--- src/design/morph_boundary_extract_3x3_top_macros.svh ---
// Assertion macros shared by the boundary extraction RTL.
`ifndef MORPH_BOUNDARY_EXTRACT_3X3_TOP_MACROS_SVH
`define MORPH_BOUNDARY_EXTRACT_3X3_TOP_MACROS_SVH

// Same-cycle implication, sampled on clk, off while rst_n is low.
`define MBE_ASSERT_IMP(label, ante, cons, msg) \
  label: assert property (@(posedge clk) disable iff (!rst_n) (ante) |-> (cons)) \
    else $error(msg);

// Next-cycle implication, sampled on clk, off while rst_n is low.
`define MBE_ASSERT_NXT(label, ante, cons, msg) \
  label: assert property (@(posedge clk) disable iff (!rst_n) (ante) |=> (cons)) \
    else $error(msg);

`endif

--- src/design/mbe_pkg.sv ---
// Types and constants of the 3x3 morphological boundary extraction block.
`default_nettype none

package mbe_pkg;

  localparam int PIX_W      = 8;
  localparam int FW_W       = 9;
  localparam int FH_W       = 13;
  localparam int MASK_W     = 9;
  localparam int CFG_IDX_W  = 2;
  localparam int CFG_DATA_W = 13;
  localparam int ROW_W      = 13;
  localparam int OROW_W     = 12;
  localparam int WIN_N      = 9;

  localparam logic [PIX_W-1:0]  PIX_MAX    = 8'hFF;
  localparam logic [FW_W-1:0]   FW_RST     = 9'd256;
  localparam logic [FH_W-1:0]   FH_RST     = 13'd256;
  localparam logic [MASK_W-1:0] MASK_RST   = 9'd84;
  localparam logic [FH_W-1:0]   MAX_HEIGHT = 13'd4096;

  typedef enum logic [CFG_IDX_W-1:0] {
    CFG_FRAME_WIDTH  = 2'd0,
    CFG_FRAME_HEIGHT = 2'd1,
    CFG_ELEMENT_MASK = 2'd2
  } cfg_reg_t;

  typedef struct packed {
    logic             emit;
    logic             last;
    logic             in_frame;
    logic             col_zero;
    logic             row_ge1;
    logic             row_ge2;
    logic [PIX_W-1:0] pix;
  } item_t;

endpackage

`default_nettype wire

--- src/design/mbe_if.sv ---
// Stream interfaces for the pixel request and result channels.
`default_nettype none

interface mbe_in_if;
  logic                    valid;
  logic                    ready;
  logic                    func;
  logic [mbe_pkg::PIX_W-1:0] pixel_in;

  modport source (output valid, output func, output pixel_in, input ready);
  modport sink   (input valid, input func, input pixel_in, output ready);
endinterface

interface mbe_out_if;
  logic                    valid;
  logic                    ready;
  logic [mbe_pkg::PIX_W-1:0] boundary_pixel;
  logic                    frame_last;

  modport source (output valid, output boundary_pixel, output frame_last, input ready);
  modport sink   (input valid, input boundary_pixel, input frame_last, output ready);
endinterface

`default_nettype wire

--- src/design/mbe_ram.sv ---
// Generic simple dual-port RAM with registered read.
`default_nettype none

module mbe_ram #(
  parameter int WIDTH = 8,
  parameter int DEPTH = 256
) (
  input  logic                     clk,
  input  logic                     we,
  input  logic [$clog2(DEPTH)-1:0] waddr,
  input  logic [WIDTH-1:0]         wdata,
  input  logic                     re,
  input  logic [$clog2(DEPTH)-1:0] raddr,
  output logic [WIDTH-1:0]         rdata
);

  logic [WIDTH-1:0] mem [DEPTH];

  always_ff @(posedge clk) begin
    if (we) begin
      mem[waddr] <= wdata;
    end
    if (re) begin
      rdata <= mem[raddr];
    end
  end

endmodule

`default_nettype wire

--- src/design/mbe_ctrl.sv ---
// Configuration registers, frame position counters and request decode.
`default_nettype none
`include "morph_boundary_extract_3x3_top_macros.svh"

module mbe_ctrl #(
  parameter int MAX_WIDTH = 256
) (
  input  logic                             clk,
  input  logic                             rst_n,
  mbe_in_if.sink                           in_chan,
  input  logic                             s1_free,
  input  logic                             cfg_we,
  input  logic [mbe_pkg::CFG_IDX_W-1:0]    cfg_index,
  input  logic [mbe_pkg::CFG_DATA_W-1:0]   cfg_wdata,
  output logic                             item_valid,
  output mbe_pkg::item_t                   item,
  output logic [$clog2(MAX_WIDTH)-1:0]     item_addr,
  output logic [mbe_pkg::MASK_W-1:0]       element_mask,
  output logic                             geom_restart
);

  localparam int COL_W = $clog2(MAX_WIDTH);
  localparam logic [COL_W-1:0] LAST_MAX = COL_W'(MAX_WIDTH - 1);

  logic [mbe_pkg::FW_W-1:0]   frame_width_r;
  logic [mbe_pkg::FH_W-1:0]   frame_height_r;
  logic [mbe_pkg::MASK_W-1:0] element_mask_r;

  logic [mbe_pkg::ROW_W-1:0]  in_row_r, in_row_nxt;
  logic [COL_W-1:0]           in_col_r, in_col_nxt;
  logic [mbe_pkg::OROW_W-1:0] out_row_r, out_row_nxt;
  logic [COL_W-1:0]           out_col_r, out_col_nxt;

  logic [COL_W-1:0]           last_col;
  logic [mbe_pkg::OROW_W-1:0] last_row;
  logic                       fire;
  logic                       in_frame;
  logic                       emit;
  logic                       is_last;
  logic                       pos_zero;
  mbe_pkg::cfg_reg_t          cfg_sel;

  assign cfg_sel       = mbe_pkg::cfg_reg_t'(cfg_index);
  assign in_chan.ready = s1_free;
  assign element_mask  = element_mask_r;
  assign item_addr     = in_col_r;
  assign pos_zero      = (in_row_r == '0) && (in_col_r == '0) &&
                         (out_row_r == '0) && (out_col_r == '0);

  always_comb begin
    geom_restart = 1'b0;
    unique case (cfg_sel) inside
      mbe_pkg::CFG_FRAME_WIDTH, mbe_pkg::CFG_FRAME_HEIGHT: geom_restart = cfg_we;
      default: geom_restart = 1'b0;
    endcase
  end

  always_ff @(posedge clk) begin
    if (!rst_n) begin
      frame_width_r  <= mbe_pkg::FW_RST;
      frame_height_r <= mbe_pkg::FH_RST;
      element_mask_r <= mbe_pkg::MASK_RST;
    end else if (cfg_we) begin
      unique case (cfg_sel)
        mbe_pkg::CFG_FRAME_WIDTH:  frame_width_r  <= cfg_wdata[mbe_pkg::FW_W-1:0];
        mbe_pkg::CFG_FRAME_HEIGHT: frame_height_r <= cfg_wdata[mbe_pkg::FH_W-1:0];
        mbe_pkg::CFG_ELEMENT_MASK: element_mask_r <= cfg_wdata[mbe_pkg::MASK_W-1:0];
        default: ;
      endcase
    end
  end

  always_comb begin
    if (frame_width_r == '0) begin
      last_col = '0;
    end else if (32'(frame_width_r) > 32'(MAX_WIDTH)) begin
      last_col = LAST_MAX;
    end else begin
      last_col = COL_W'(frame_width_r - 9'd1);
    end

    if (frame_height_r == '0) begin
      last_row = '0;
    end else if (frame_height_r > mbe_pkg::MAX_HEIGHT) begin
      last_row = '1;
    end else begin
      last_row = mbe_pkg::OROW_W'(frame_height_r - 13'd1);
    end

    fire     = in_chan.valid && s1_free;
    in_frame = in_row_r <= {1'b0, last_row};
    emit     = (in_row_r >= 13'd2) || ((in_row_r != '0) && (in_col_r != '0));
    is_last  = emit && (out_row_r == last_row) && (out_col_r == last_col);

    item_valid    = fire && !(in_frame && in_chan.func);
    item.emit     = emit;
    item.last     = is_last;
    item.in_frame = in_frame;
    item.col_zero = in_col_r == '0;
    item.row_ge1  = in_row_r != '0;
    item.row_ge2  = in_row_r >= 13'd2;
    item.pix      = in_frame ? in_chan.pixel_in : mbe_pkg::PIX_MAX;

    in_row_nxt  = in_row_r;
    in_col_nxt  = in_col_r;
    out_row_nxt = out_row_r;
    out_col_nxt = out_col_r;
    if (item_valid) begin
      if (in_col_r == last_col) begin
        in_col_nxt = '0;
        in_row_nxt = in_row_r + 1'b1;
      end else begin
        in_col_nxt = in_col_r + 1'b1;
      end
      if (emit) begin
        if (out_col_r == last_col) begin
          out_col_nxt = '0;
          out_row_nxt = out_row_r + 1'b1;
        end else begin
          out_col_nxt = out_col_r + 1'b1;
        end
      end
      if (is_last) begin
        in_row_nxt  = '0;
        in_col_nxt  = '0;
        out_row_nxt = '0;
        out_col_nxt = '0;
      end
    end
    if (geom_restart) begin
      in_row_nxt  = '0;
      in_col_nxt  = '0;
      out_row_nxt = '0;
      out_col_nxt = '0;
    end
  end

  always_ff @(posedge clk) begin
    if (!rst_n) begin
      in_row_r  <= '0;
      in_col_r  <= '0;
      out_row_r <= '0;
      out_col_r <= '0;
    end else begin
      in_row_r  <= in_row_nxt;
      in_col_r  <= in_col_nxt;
      out_row_r <= out_row_nxt;
      out_col_r <= out_col_nxt;
    end
  end

  `MBE_ASSERT_NXT(a_last_restart, item_valid && item.last, pos_zero, "positions not restarted")
  `MBE_ASSERT_IMP(a_out_behind, 1'b1, mbe_pkg::ROW_W'(out_row_r) <= in_row_r, "output row ahead")

endmodule

`default_nettype wire

--- src/design/mbe_win.sv ---
// Line buffer RAMs, 3x3 window, erosion datapath and result register.
`default_nettype none
`include "morph_boundary_extract_3x3_top_macros.svh"

module mbe_win #(
  parameter int MAX_WIDTH = 256
) (
  input  logic                         clk,
  input  logic                         rst_n,
  input  logic                         item_valid,
  input  mbe_pkg::item_t               item,
  input  logic [$clog2(MAX_WIDTH)-1:0] item_addr,
  input  logic [mbe_pkg::MASK_W-1:0]   element_mask,
  input  logic                         geom_restart,
  output logic                         s1_free,
  mbe_out_if.source                    out_chan
);

  localparam int COL_W = $clog2(MAX_WIDTH);

  logic                       s1_valid_r;
  mbe_pkg::item_t             s1_r;
  logic [COL_W-1:0]           s1_addr_r;
  logic                       s1_fwd_r;
  logic [mbe_pkg::PIX_W-1:0]  s1_fwd_up_r, s1_fwd_lo_r;
  logic                       s1_adv;
  logic                       s1_stall;
  logic                       fwd_nxt;

  logic [mbe_pkg::PIX_W-1:0]  ram_up_q, ram_lo_q;
  logic [mbe_pkg::PIX_W-1:0]  mem_up, mem_lo;
  logic [mbe_pkg::PIX_W-1:0]  up, lo;
  logic                       ram_we;

  logic [mbe_pkg::PIX_W-1:0]  win_r   [mbe_pkg::WIN_N];
  logic [mbe_pkg::PIX_W-1:0]  win_nxt [mbe_pkg::WIN_N];
  logic [mbe_pkg::PIX_W-1:0]  e       [mbe_pkg::WIN_N];
  logic [mbe_pkg::PIX_W-1:0]  ero;
  logic [mbe_pkg::PIX_W-1:0]  res;

  logic                       out_valid_r;
  logic [mbe_pkg::PIX_W-1:0]  out_pix_r;
  logic                       out_last_r;

  assign s1_adv   = s1_valid_r && (!s1_r.emit || !out_valid_r || out_chan.ready);
  assign s1_stall = s1_valid_r && !s1_adv;
  assign s1_free  = !s1_valid_r || s1_adv;
  assign ram_we   = s1_adv && s1_r.in_frame;
  assign fwd_nxt  = item_valid && s1_valid_r && s1_r.in_frame && (s1_addr_r == item_addr);

  mbe_ram #(.WIDTH(mbe_pkg::PIX_W), .DEPTH(MAX_WIDTH)) u_ram_upper (
    .clk   (clk),
    .we    (ram_we),
    .waddr (s1_addr_r),
    .wdata (mem_lo),
    .re    (item_valid),
    .raddr (item_addr),
    .rdata (ram_up_q)
  );

  mbe_ram #(.WIDTH(mbe_pkg::PIX_W), .DEPTH(MAX_WIDTH)) u_ram_lower (
    .clk   (clk),
    .we    (ram_we),
    .waddr (s1_addr_r),
    .wdata (s1_r.pix),
    .re    (item_valid),
    .raddr (item_addr),
    .rdata (ram_lo_q)
  );

  always_ff @(posedge clk) begin
    if (!rst_n) begin
      s1_valid_r <= 1'b0;
    end else if (s1_free) begin
      s1_valid_r <= item_valid;
    end
  end

  always_ff @(posedge clk) begin
    if (s1_free && item_valid) begin
      s1_r        <= item;
      s1_addr_r   <= item_addr;
      s1_fwd_r    <= fwd_nxt;
      s1_fwd_up_r <= mem_lo;
      s1_fwd_lo_r <= s1_r.pix;
    end
  end

  always_comb begin
    mem_up = s1_fwd_r ? s1_fwd_up_r : ram_up_q;
    mem_lo = s1_fwd_r ? s1_fwd_lo_r : ram_lo_q;
    up     = s1_r.row_ge2 ? mem_up : mbe_pkg::PIX_MAX;
    lo     = s1_r.row_ge1 ? mem_lo : mbe_pkg::PIX_MAX;

    for (int r = 0; r < 3; r++) begin
      if (s1_r.col_zero) begin
        e[r*3+0]       = win_r[r*3+1];
        e[r*3+1]       = win_r[r*3+2];
        e[r*3+2]       = mbe_pkg::PIX_MAX;
        win_nxt[r*3+0] = mbe_pkg::PIX_MAX;
        win_nxt[r*3+1] = mbe_pkg::PIX_MAX;
      end else begin
        win_nxt[r*3+0] = win_r[r*3+1];
        win_nxt[r*3+1] = win_r[r*3+2];
        e[r*3+0]       = win_r[r*3+1];
        e[r*3+1]       = win_r[r*3+2];
        e[r*3+2]       = mbe_pkg::PIX_MAX;
      end
    end
    win_nxt[2] = up;
    win_nxt[5] = lo;
    win_nxt[8] = s1_r.pix;
    if (!s1_r.col_zero) begin
      e[2] = up;
      e[5] = lo;
      e[8] = s1_r.pix;
    end

    ero = mbe_pkg::PIX_MAX;
    for (int k = 0; k < mbe_pkg::WIN_N; k++) begin
      if (element_mask[k]) begin
        ero = ero & e[mbe_pkg::WIN_N-1-k];
      end
    end
    res = e[4] - ero;
  end

  always_ff @(posedge clk) begin
    if (!rst_n || geom_restart) begin
      for (int k = 0; k < mbe_pkg::WIN_N; k++) begin
        win_r[k] <= mbe_pkg::PIX_MAX;
      end
    end else if (s1_adv) begin
      for (int k = 0; k < mbe_pkg::WIN_N; k++) begin
        win_r[k] <= s1_r.last ? mbe_pkg::PIX_MAX : win_nxt[k];
      end
    end
  end

  always_ff @(posedge clk) begin
    if (!rst_n) begin
      out_valid_r <= 1'b0;
    end else if (s1_adv && s1_r.emit) begin
      out_valid_r <= 1'b1;
    end else if (out_chan.ready) begin
      out_valid_r <= 1'b0;
    end
  end

  always_ff @(posedge clk) begin
    if (s1_adv && s1_r.emit) begin
      out_pix_r  <= res;
      out_last_r <= s1_r.last;
    end
  end

  assign out_chan.valid          = out_valid_r;
  assign out_chan.boundary_pixel = out_pix_r;
  assign out_chan.frame_last     = out_last_r;

  `MBE_ASSERT_NXT(a_s1_hold, s1_stall, s1_valid_r && $stable(s1_addr_r), "request lost")
  `MBE_ASSERT_NXT(a_out_load, s1_adv && s1_r.emit, out_valid_r, "result not loaded")

endmodule

`default_nettype wire

--- src/design/morph_boundary_extract_3x3_top.sv ---
// Top level of the 3x3 morphological boundary extraction block.
//
//   channel   kind        handshake           payload
//   in_chan   request in  valid/ready         func, pixel_in
//   out_chan  result out  valid/ready         boundary_pixel, frame_last
//   cfg_*     config in   cfg_we, no wait     cfg_index, cfg_wdata
//
// One request per cycle while the output is not stalled; a request is registered
// in the window stage and its result in the output register, and results trail
// their pixels by width+1 requests. Line buffer RAM read at accept and write-back
// from the window stage set the rate; same-column overlap (width 1) is forwarded.
// Reset is synchronous; the line buffers are not cleared.
// With out_chan.ready low, one more result-producing request enters the window
// stage, then ready drops.
`default_nettype none

module morph_boundary_extract_3x3_top #(
  parameter int MAX_WIDTH = 256
) (
  input  logic                           clk,
  input  logic                           rst_n,
  mbe_in_if.sink                         in_chan,
  mbe_out_if.source                      out_chan,
  input  logic                           cfg_we,
  input  logic [mbe_pkg::CFG_IDX_W-1:0]  cfg_index,
  input  logic [mbe_pkg::CFG_DATA_W-1:0] cfg_wdata
);

  localparam int COL_W = $clog2(MAX_WIDTH);

  logic                       s1_free;
  logic                       item_valid;
  mbe_pkg::item_t             item;
  logic [COL_W-1:0]           item_addr;
  logic [mbe_pkg::MASK_W-1:0] element_mask;
  logic                       geom_restart;

  mbe_ctrl #(.MAX_WIDTH(MAX_WIDTH)) u_ctrl (
    .clk          (clk),
    .rst_n        (rst_n),
    .in_chan      (in_chan),
    .s1_free      (s1_free),
    .cfg_we       (cfg_we),
    .cfg_index    (cfg_index),
    .cfg_wdata    (cfg_wdata),
    .item_valid   (item_valid),
    .item         (item),
    .item_addr    (item_addr),
    .element_mask (element_mask),
    .geom_restart (geom_restart)
  );

  mbe_win #(.MAX_WIDTH(MAX_WIDTH)) u_win (
    .clk          (clk),
    .rst_n        (rst_n),
    .item_valid   (item_valid),
    .item         (item),
    .item_addr    (item_addr),
    .element_mask (element_mask),
    .geom_restart (geom_restart),
    .s1_free      (s1_free),
    .out_chan     (out_chan)
  );

endmodule

`default_nettype wire

--- src/flat_wrapper.sv ---
// flat-port wrapper written by rule: the top's interface ports become plain ports
module morph_boundary_extract_3x3_top_flat 
#(
  parameter int MAX_WIDTH = 256
)
  (clk, rst_n, cfg_we, cfg_index, cfg_wdata, in_chan_valid, in_chan_func, in_chan_pixel_in, in_chan_ready, out_chan_valid, out_chan_boundary_pixel, out_chan_frame_last, out_chan_ready);
  mbe_in_if in_chan_i ();
  mbe_out_if out_chan_i ();
  input  logic clk;
  input  logic rst_n;
  input  logic cfg_we;
  input  logic [mbe_pkg::CFG_IDX_W-1:0] cfg_index;
  input  logic [mbe_pkg::CFG_DATA_W-1:0] cfg_wdata;
  input wire logic [$bits(in_chan_i.valid)-1:0] in_chan_valid;
  input wire logic [$bits(in_chan_i.func)-1:0] in_chan_func;
  input wire logic [$bits(in_chan_i.pixel_in)-1:0] in_chan_pixel_in;
  output wire logic [$bits(in_chan_i.ready)-1:0] in_chan_ready;
  output wire logic [$bits(out_chan_i.valid)-1:0] out_chan_valid;
  output wire logic [$bits(out_chan_i.boundary_pixel)-1:0] out_chan_boundary_pixel;
  output wire logic [$bits(out_chan_i.frame_last)-1:0] out_chan_frame_last;
  input wire logic [$bits(out_chan_i.ready)-1:0] out_chan_ready;
  assign in_chan_i.valid = in_chan_valid;
  assign in_chan_i.func = in_chan_func;
  assign in_chan_i.pixel_in = in_chan_pixel_in;
  assign in_chan_ready = in_chan_i.ready;
  assign out_chan_valid = out_chan_i.valid;
  assign out_chan_boundary_pixel = out_chan_i.boundary_pixel;
  assign out_chan_frame_last = out_chan_i.frame_last;
  assign out_chan_i.ready = out_chan_ready;
  morph_boundary_extract_3x3_top #(.MAX_WIDTH(MAX_WIDTH)) u_core (.clk(clk), .rst_n(rst_n), .in_chan(in_chan_i), .out_chan(out_chan_i), .cfg_we(cfg_we), .cfg_index(cfg_index), .cfg_wdata(cfg_wdata));
endmodule
--- config.mk ---
export PLATFORM = sky130hd
export DESIGN_NAME = morph_boundary_extract_3x3_top_flat
export DESIGN_NICKNAME = d
export VERILOG_FILES = /design/src/design/mbe_pkg.sv /design/src/design/mbe_if.sv /design/src/design/mbe_ram.sv /design/src/design/mbe_ctrl.sv /design/src/design/mbe_win.sv /design/src/design/morph_boundary_extract_3x3_top.sv /design/src/flat_wrapper.sv
export VERILOG_INCLUDE_DIRS = /design/src /design/src/design
export SDC_FILE = /design/constraint.sdc
export NUM_CORES = 2
export LEC_CHECK = 0
export BUFFER_PORTS_ARGS = -buffer_cell sky130_fd_sc_hd__buf_2
export CAP_MARGIN = 20
export CELL_PAD_IN_SITES_DETAIL_PLACEMENT = 1
export CELL_PAD_IN_SITES_GLOBAL_PLACEMENT = 1
export CORE_MARGIN = 10
export CORE_UTILIZATION = 34
export DETAILED_ROUTE_END_ITERATION = 12
export GPL_TIMING_DRIVEN = 0
export PLACE_DENSITY_LB_ADDON = 0.05
export SLEW_MARGIN = 0
export SYNTH_ARGS = -nofsm -noshare
export SYNTH_HDL_FRONTEND = slang
export SYNTH_MEMORY_MAX_BITS = 65536
export SYNTH_SLANG_ARGS = --single-unit
--- constraint.sdc ---
create_clock -name clk -period 5.8 [get_ports clk]
set_input_delay 1.45 -clock clk [delete_from_list [all_inputs] [get_ports clk]]
set_output_delay 1.45 -clock clk [all_outputs]
set_load 0.01 [all_outputs]
; ---- After elaboration in Yosys (flattened, before gate mapping)
; Memories as Yosys holds them, arrays and structs flattened. A register that Yosys moved wholly into a read port is not among the register bits.
; Index checks and enable logic that the tools add are counted.
[classes]
addsub = 7
n_bitwise = 18
n_eq_ne = 6
n_reduce_logical = 41
n_mux = 61
order_cmp = 4
[ops]
columns = cell, n
row1 = 2-to-1 mux 8 bit, 41
row2 = bitwise AND 8 bit, 8
row3 = 2-to-1 mux 12 bit, 5
row4 = 2-to-1 mux 16 bit, 3
row5 = 2-to-1 mux 13 bit, 2
row6 = == test 8 bit, 3
row7 = "adder 8 x 1 -> 8 bit, second input constant", 2
row8 = "adder 13 x 1 -> 13 bit, second input constant", 1
row9 = "greater-or-equal comparator 13 x 2 -> 1 bit, second input constant", 1
row10 = "> comparator 13 bit, second input constant", 1
row11 = <= comparator 13 x 12 -> 1 bit, 1
row12 = logical AND 1 bit, 13
row13 = zero test 13 bit, 1
row14 = nonzero test 13 bit, 1
row15 = "adder 12 x 1 -> 12 bit, second input constant", 1
row16 = == test 12 bit, 1
row17 = "subtractor 12 x 1 -> 12 bit, second input constant", 1
row18 = 2-to-1 mux 1 bit, 10
row19 = AND reduction 2 bit, 5
row20 = "> comparator 9 bit, second input constant", 1
row21 = zero test 9 bit, 1
row22 = bitwise OR 1 bit, 9
row23 = zero test 8 bit, 1
row24 = nonzero test 2 bit, 4
row25 = 11 further kinds, 20
[totals]
input_bits = 29
register_bits = 122
mem_count = 3
mem_bits_rw = 4168
[mem_list]
columns = name, words, width, read_ports, rd_ports_with_merged_regs, write_ports, line
row1 = u_core.u_win.u_ram_lower.mem, 256, 8, 1, 1, 1, mbe_ram.sv:17  ; logic [WIDTH-1:0] mem [DEPTH];
row2 = u_core.u_win.u_ram_upper.mem, 256, 8, 1, 1, 1, mbe_ram.sv:17
row3 = u_core.u_win.win_r, 9, 8, 6, 0, 9, mbe_win.sv:35  ; logic [mbe_pkg::PIX_W-1:0] win_r [mbe_pkg::WIN_N];

; ---- Longest topological paths before layout
[logic_depth]
word_depth = 19
depth_mapped = 22
ltp_nobuf = 19

; ---- Hierarchy
; A second synthesis with hierarchy kept.
[unflattened]
hier_cells = 8482
area_unflattened_um2 = 168943.3
[modules_own_cells]
columns = mod, area_per_inst_um2, cells_per_inst, n_inst
row1 = mbe_ram, 79636.4, 3733, 2
row2 = mbe_ctrl, 5318.9, 692, 1
row3 = mbe_win, 4351.7, 324, 1

; ---- Worst setup path after synthesis
; OpenSTA, ideal clock, no wires.
[synth_timing]
kind = register to register
from = reg u_core.u_win.s1_r[1] (netlist bit)
to = reg u_core.u_win.out_pix_r, in the netlist u_core.u_win.out_chan.boundary_pixel[7], data pin
t_arrival_ps = 5245
n_path_buf = 0
stages_incl_launch_ff = 12
required_time_ps = 5540
setup_ps = 260
slack_ps = 295
synth_period_minus_slack_ps = 5505
path_cell_list = edfxtp_1 > o21bai_1 > or4_1 > ha_1 > a21oi_1 > o21ai_0 > a21oi_1 > nor2_1 > o21ai_0 > nand2b_1 > a21oi_1 > xnor2_1
[synth_between]
elab_chain_cells = 19
[synth_lines]
columns = item, line
row1 = from (decl), mbe_win.sv:22  ; mbe_pkg::item_t s1_r;
row2 = from (signal assigned), mbe_win.sv:81  ; s1_r <= item;
row3 = 2-to-1 mux 8 bit (*), mbe_win.sv:113  ; if (!s1_r.col_zero) begin
row4 = 2-to-1 mux 8 bit (*), mbe_win.sv:121  ; if (element_mask[k]) begin
row5 = bitwise AND 8 bit, mbe_win.sv:122  ; ero = ero & e[mbe_pkg::WIN_N-1-k];
row6 = 2-to-1 mux 8 bit (*), mbe_win.sv:121
row7 = bitwise AND 8 bit, mbe_win.sv:122
row8 = 2-to-1 mux 8 bit (*), mbe_win.sv:121
row9 = bitwise AND 8 bit, mbe_win.sv:122
row10 = 2-to-1 mux 8 bit (*), mbe_win.sv:121
row11 = [4 not listed], n/a
row12 = bitwise AND 8 bit, mbe_win.sv:122
row13 = 2-to-1 mux 8 bit (*), mbe_win.sv:121
row14 = bitwise AND 8 bit, mbe_win.sv:122
row15 = 2-to-1 mux 8 bit (*), mbe_win.sv:121
row16 = bitwise AND 8 bit, mbe_win.sv:122
row17 = 2-to-1 mux 8 bit (*), mbe_win.sv:121
row18 = subtractor 8 bit (*), mbe_win.sv:125  ; res = e[4] - ero;
row19 = "via u_core.u_win.res, one bit", mbe_win.sv:39  ; logic [mbe_pkg::PIX_W-1:0] res;
row20 = to (signal assigned), mbe_win.sv:152  ; out_pix_r <= res;
row21 = to (decl), mbe_win.sv:42  ; logic [mbe_pkg::PIX_W-1:0] out_pix_r;
; Mark *: on every way through the listed nets, which the timed path passes. The rest lies on a longest branch.
; A chain may end at the register's enable or synchronous reset.

==> results.json <==
{
  "status": "complete, but fails checks",
  "violations": "negative setup slack",
  "multi_input_area_sq_um": 37900,
  "fin_setup_tns_ns": -0.799,
  "critical_path_class": "reg -> reg",
  "drc": 0,
  "stdcell_area_sq_um": 201000,
  "synthCells": 7221,
  "cts.clk_slew.worst_paths_ns": 0.06,
  "die_area_sq_um": 517000,
  "r2r_cells": 15,
  "critical_path.max_stage_delay_ns": 0.58,
  "required_ns": 6.55,
  "cts_tree": "built",
  "worst_path_max_delay_cell": "dfxtp_1",
  "syn_nets": 7279,
  "worstHoldStart": "u_core.u_ctrl.item_addr[4]",
  "crit-reg2reg-launch": "u_core.u_ctrl.item_addr[1]",
  "fin_cells": 15070,
  "drv_cap": 0,
  "syn_area_sq_um": 166000,
  "post-route-util_pct": 41.4,
  "die_height_um": 719,
  "p_leak_nw": 60.8,
  "vdd_drop_max_mv": 0.324,
  "crit_fanout": 14,
  "start_util_pct": 34.1,
  "vias_per_cell": 5.82,
  "power_mw": 66.7,
  "first_pass_iters": 6,
  "setup_violations": 5,
  "start_kind": "register",
  "drive_gt1_share_pct": 35.8,
  "vias": 87647,
  "dp_cells": 14158,
  "ff_latch_area_sq_um": 128000,
  "synth_cell_types": 79,
  "clkSinkCount": 4282,
  "core_area_sq_um": 486000,
  "r2r_end": "u_core.u_win.u_ram_lower.rdata[5]",
  "track_usage_pct": 26.3,
  "place_ws_ns": -2.22,
  "clock_latency_ns": 1.06,
  "ys_ff_latch": 4282,
  "worst_slack_ns": -0.202,
  "p_comb_share_pct": 4.1,
  "grt_overflow": 0,
  "ys_seq_area_share_pct": 77.0,
  "crit_top_cell": "clkbuf_4",
  "port_buffers": 39,
  "powerDensity_nw_per_um2": 332,
  "cp_top_family": "buffers and inverters",
  "synthFlopType": "edfxtp_1",
  "cp_cell_sequence": "clkbuf_4, buf_16, clkbuf_4, clkbuf_2, buf_12, clkbuf_4, buf_12, clkbuf_2, mux4_2, mux2i_1, o22ai_1, a221oi_1, a21oi_2, nor2_1, a21oi_1",
  "p_sw_mw": 14.8,
  "synth-edff-count": 4208,
  "ys_warn_count": 0,
  "drtAntennaViolNets": 0,
  "grt_max_degree": 161,
  "slew_violations": 0,
  "clock-skew-final_ns": 0.0656,
  "tightest_slew_ns": 1.23,
  "antenna_found_initial": 100,
  "holdPathEnd": "u_core.u_win.s1_addr_r[4]",
  "cp.depth": 15,
  "grt_pass1_vias": 87086,
  "nets": 8244,
  "cp-end-kind": "register",
  "synthToLayoutAreaGrowth_pct": 21.1,
  "fillCellCount": 44709,
  "htreeDepth": 5,
  "grt_pass1_wl_mm": 895,
  "ff2ff_setup_slack_ns": -0.20,
  "period_minus_slack_ns": 6.00,
  "timing.fmax_mhz": 167,
  "syn_avg_cell_area_sq_um": 23.0,
  "cts_buffer_depth": 4,
  "crit_arrival_ns": 6.76,
  "gp_congestion": 0.871,
  "routedWlPerCell_um": 46.2,
  "die_w_um": 719,
  "hpwl_mm": 505,
  "placed_area_sq_um": 185000,
  "p_int_mw": 52.0,
  "hold_viol": 0,
  "rsz0062_at_grt": "false",
  "seqPwrFrac_pct": 50.9,
  "row_count": 256,
  "relSlewSlack_pct": 17.8,
  "drt_iter0_markers": 12435,
  "swShare_pct": 22.1,
  "async_flop_share_pct": 0,
  "fin_crit_sh_pct": 103,
  "ios": 40,
  "critPathBufInv": 8,
  "holdWs_ns": 0.427,
  "numCtsBuffers": 474,
  "hp-class": "reg -> reg",
  "routed_wl_mm": 697,
  "clockRootBuffer": "clkbuf_16",
  "p_clk_share_pct": 45.0,
  "min_path_cells": 0
}
[routing by layer]
metal	GRT usage [%]	part of all wire [%]	up-vias
met5	0	0.0022	-
met4	11.0	5.0	2
met3	4.91	7.5	955
met2	42.0	47	4127
met1	35.5	41	49716
li1	-	-	32847
[synth_stat cells, drive strengths merged, types with 6 or more instances]
master / number / area share (%)
o31ai: 6 / 0.027
o22ai: 35 / 0.13
xnor2: 34 / 0.18
xor2: 19 / 0.10
a21oi: 52 / 0.16
edfxtp: 4208 / 76
or3: 18 / 0.068
a221o: 6 / 0.036
o21ai: 42 / 0.13
mux4: 1308 / 18
o211ai: 9 / 0.041
inv: 47 / 0.11
a221oi: 7 / 0.037
dfxtp: 74 / 0.89
nand3: 35 / 0.11
nand2: 160 / 0.36
ha: 28 / 0.21
nand4: 22 / 0.083
a211oi: 11 / 0.050
o221ai: 6 / 0.032
buf: 150 / 0.36
a22o: 10 / 0.053
a31oi: 10 / 0.038
or2: 14 / 0.053
nor4: 17 / 0.077
o21bai: 7 / 0.032
clkbuf: 251 / 0.57
nand2b: 41 / 0.15
and2: 15 / 0.057
mux2: 16 / 0.11
nor2b: 41 / 0.15
nor3: 30 / 0.090
or4: 12 / 0.057
nor2: 321 / 0.73
mux2i: 74 / 0.45
a21boi: 23 / 0.10
[cells by family (layout without fill, tap and decap cells)]
| family | count (synthesis) | after routing | synth area share, % |
|---|---|---|---|
| buffers and inverters | 452 | 1812 | 1.05 |
| and+or+nand+nor | 750 | 750 | 2.11 |
| muxes | 1398 | 1398 | 18.3 |
| DFF | 4282 | 4282 | 77.0 |
| AOI/OAI and AO/OA | 257 | 257 | 1.04 |
| other | 0 | 39 | 0 |
| xor gates and xnor gates | 53 | 53 | 0.280 |
| adders and majority gates | 29 | 29 | 0.223 |
[power groups by stage]
stage	sequential [mW]	combinational, mW	clock [mW]
after floorplan	34.8	1.11	0
after global placement	35.0	2.22	0
after detailed placement	34.6	2.75	0
after CTS	34.0	2.76	30.4
after global routing	33.9	2.83	31.7
final	34.0	2.75	30.0
[layout make-up]
cell class | count | share of cell area (%)
Sequential cell | 4282 | 63.6
Multi-Input combinational cell | 2487 | 18.8
Clock buffer | 579 | 6.17
Timing Repair Buffer | 499 | 4.84
Tap cell | 6450 | 4.01
Clock inverter | 292 | 1.37
Buffer | 391 | 1.02
Inverter | 51 | 0.129
Antenna cell | 39 | 0.0485
[cells in the final DEF (no fill, tap or decap), types with 130 or more instances in the layout]
| cell type | n |
|---|---|
| buf_12 | 158 |
| buf_16 | 155 |
| buf_8 | 130 |
| clkbuf_1 | 191 |
| clkbuf_16 | 482 |
| clkbuf_2 | 141 |
| edfxtp_1 | 4208 |
| mux4_2 | 1308 |
| nand2_1 | 159 |
| nor2_2 | 134 |
[flip-flops by register name, indices dropped and copies added (netlist names), 8 cells and up]
signal and flops:
u_core.u_win.u_ram_lower.mem 2048, u_core.u_ctrl.frame_width_r 9, u_core.u_win.out_chan.boundary_pixel 8, u_core.u_win.u_ram_upper.mem 2048, u_core.u_win.s1_fwd_lo_r 8, u_core.u_win.u_ram_lower.rdata 8, u_core.u_ctrl.element_mask 9, u_core.u_ctrl.frame_height_r 13
u_core.u_win.u_ram_upper.rdata 8, u_core.u_ctrl.out_col_r 8, u_core.u_ctrl.out_row_r 12, u_core.u_ctrl.in_row_r 13, u_core.u_win.s1_r 14, u_core.u_win.s1_addr_r 8, u_core.u_win.win_r 48, u_core.u_ctrl.item_addr 8
u_core.u_win.s1_fwd_up_r 8
[how the worst max path moves through the flow]
stage	start	to	slack, ns
2_1_floorplan	u_core.u_win.s1_r[1]	u_core.u_win.out_chan.boundary_pixel[7]	0.29
3_3_place_gp	u_core.u_ctrl.item_addr[1]	u_core.u_win.u_ram_lower.rdata[5]	-7.25
3_5_place_dp	u_core.u_ctrl.item_addr[0]	u_core.u_win.u_ram_lower.rdata[6]	-2.22
4_1_cts	u_core.u_ctrl.item_addr[1]	u_core.u_win.u_ram_upper.rdata[0]	0.008
5_1_grt	u_core.u_ctrl.item_addr[0]	u_core.u_win.u_ram_upper.rdata[4]	0.002
6_report	u_core.u_ctrl.item_addr[1]	u_core.u_win.u_ram_lower.rdata[5]	-0.20
[what timing repair did]
item | in CTS | in global routing
hold buffers | 0 | 0
pin swaps | 2 | 0
gates resized for setup | 104 | 18
setup buffers | 4 | 1
setup endpoints to repair | 105 | 40
Power figures use the tool's default switching activity.
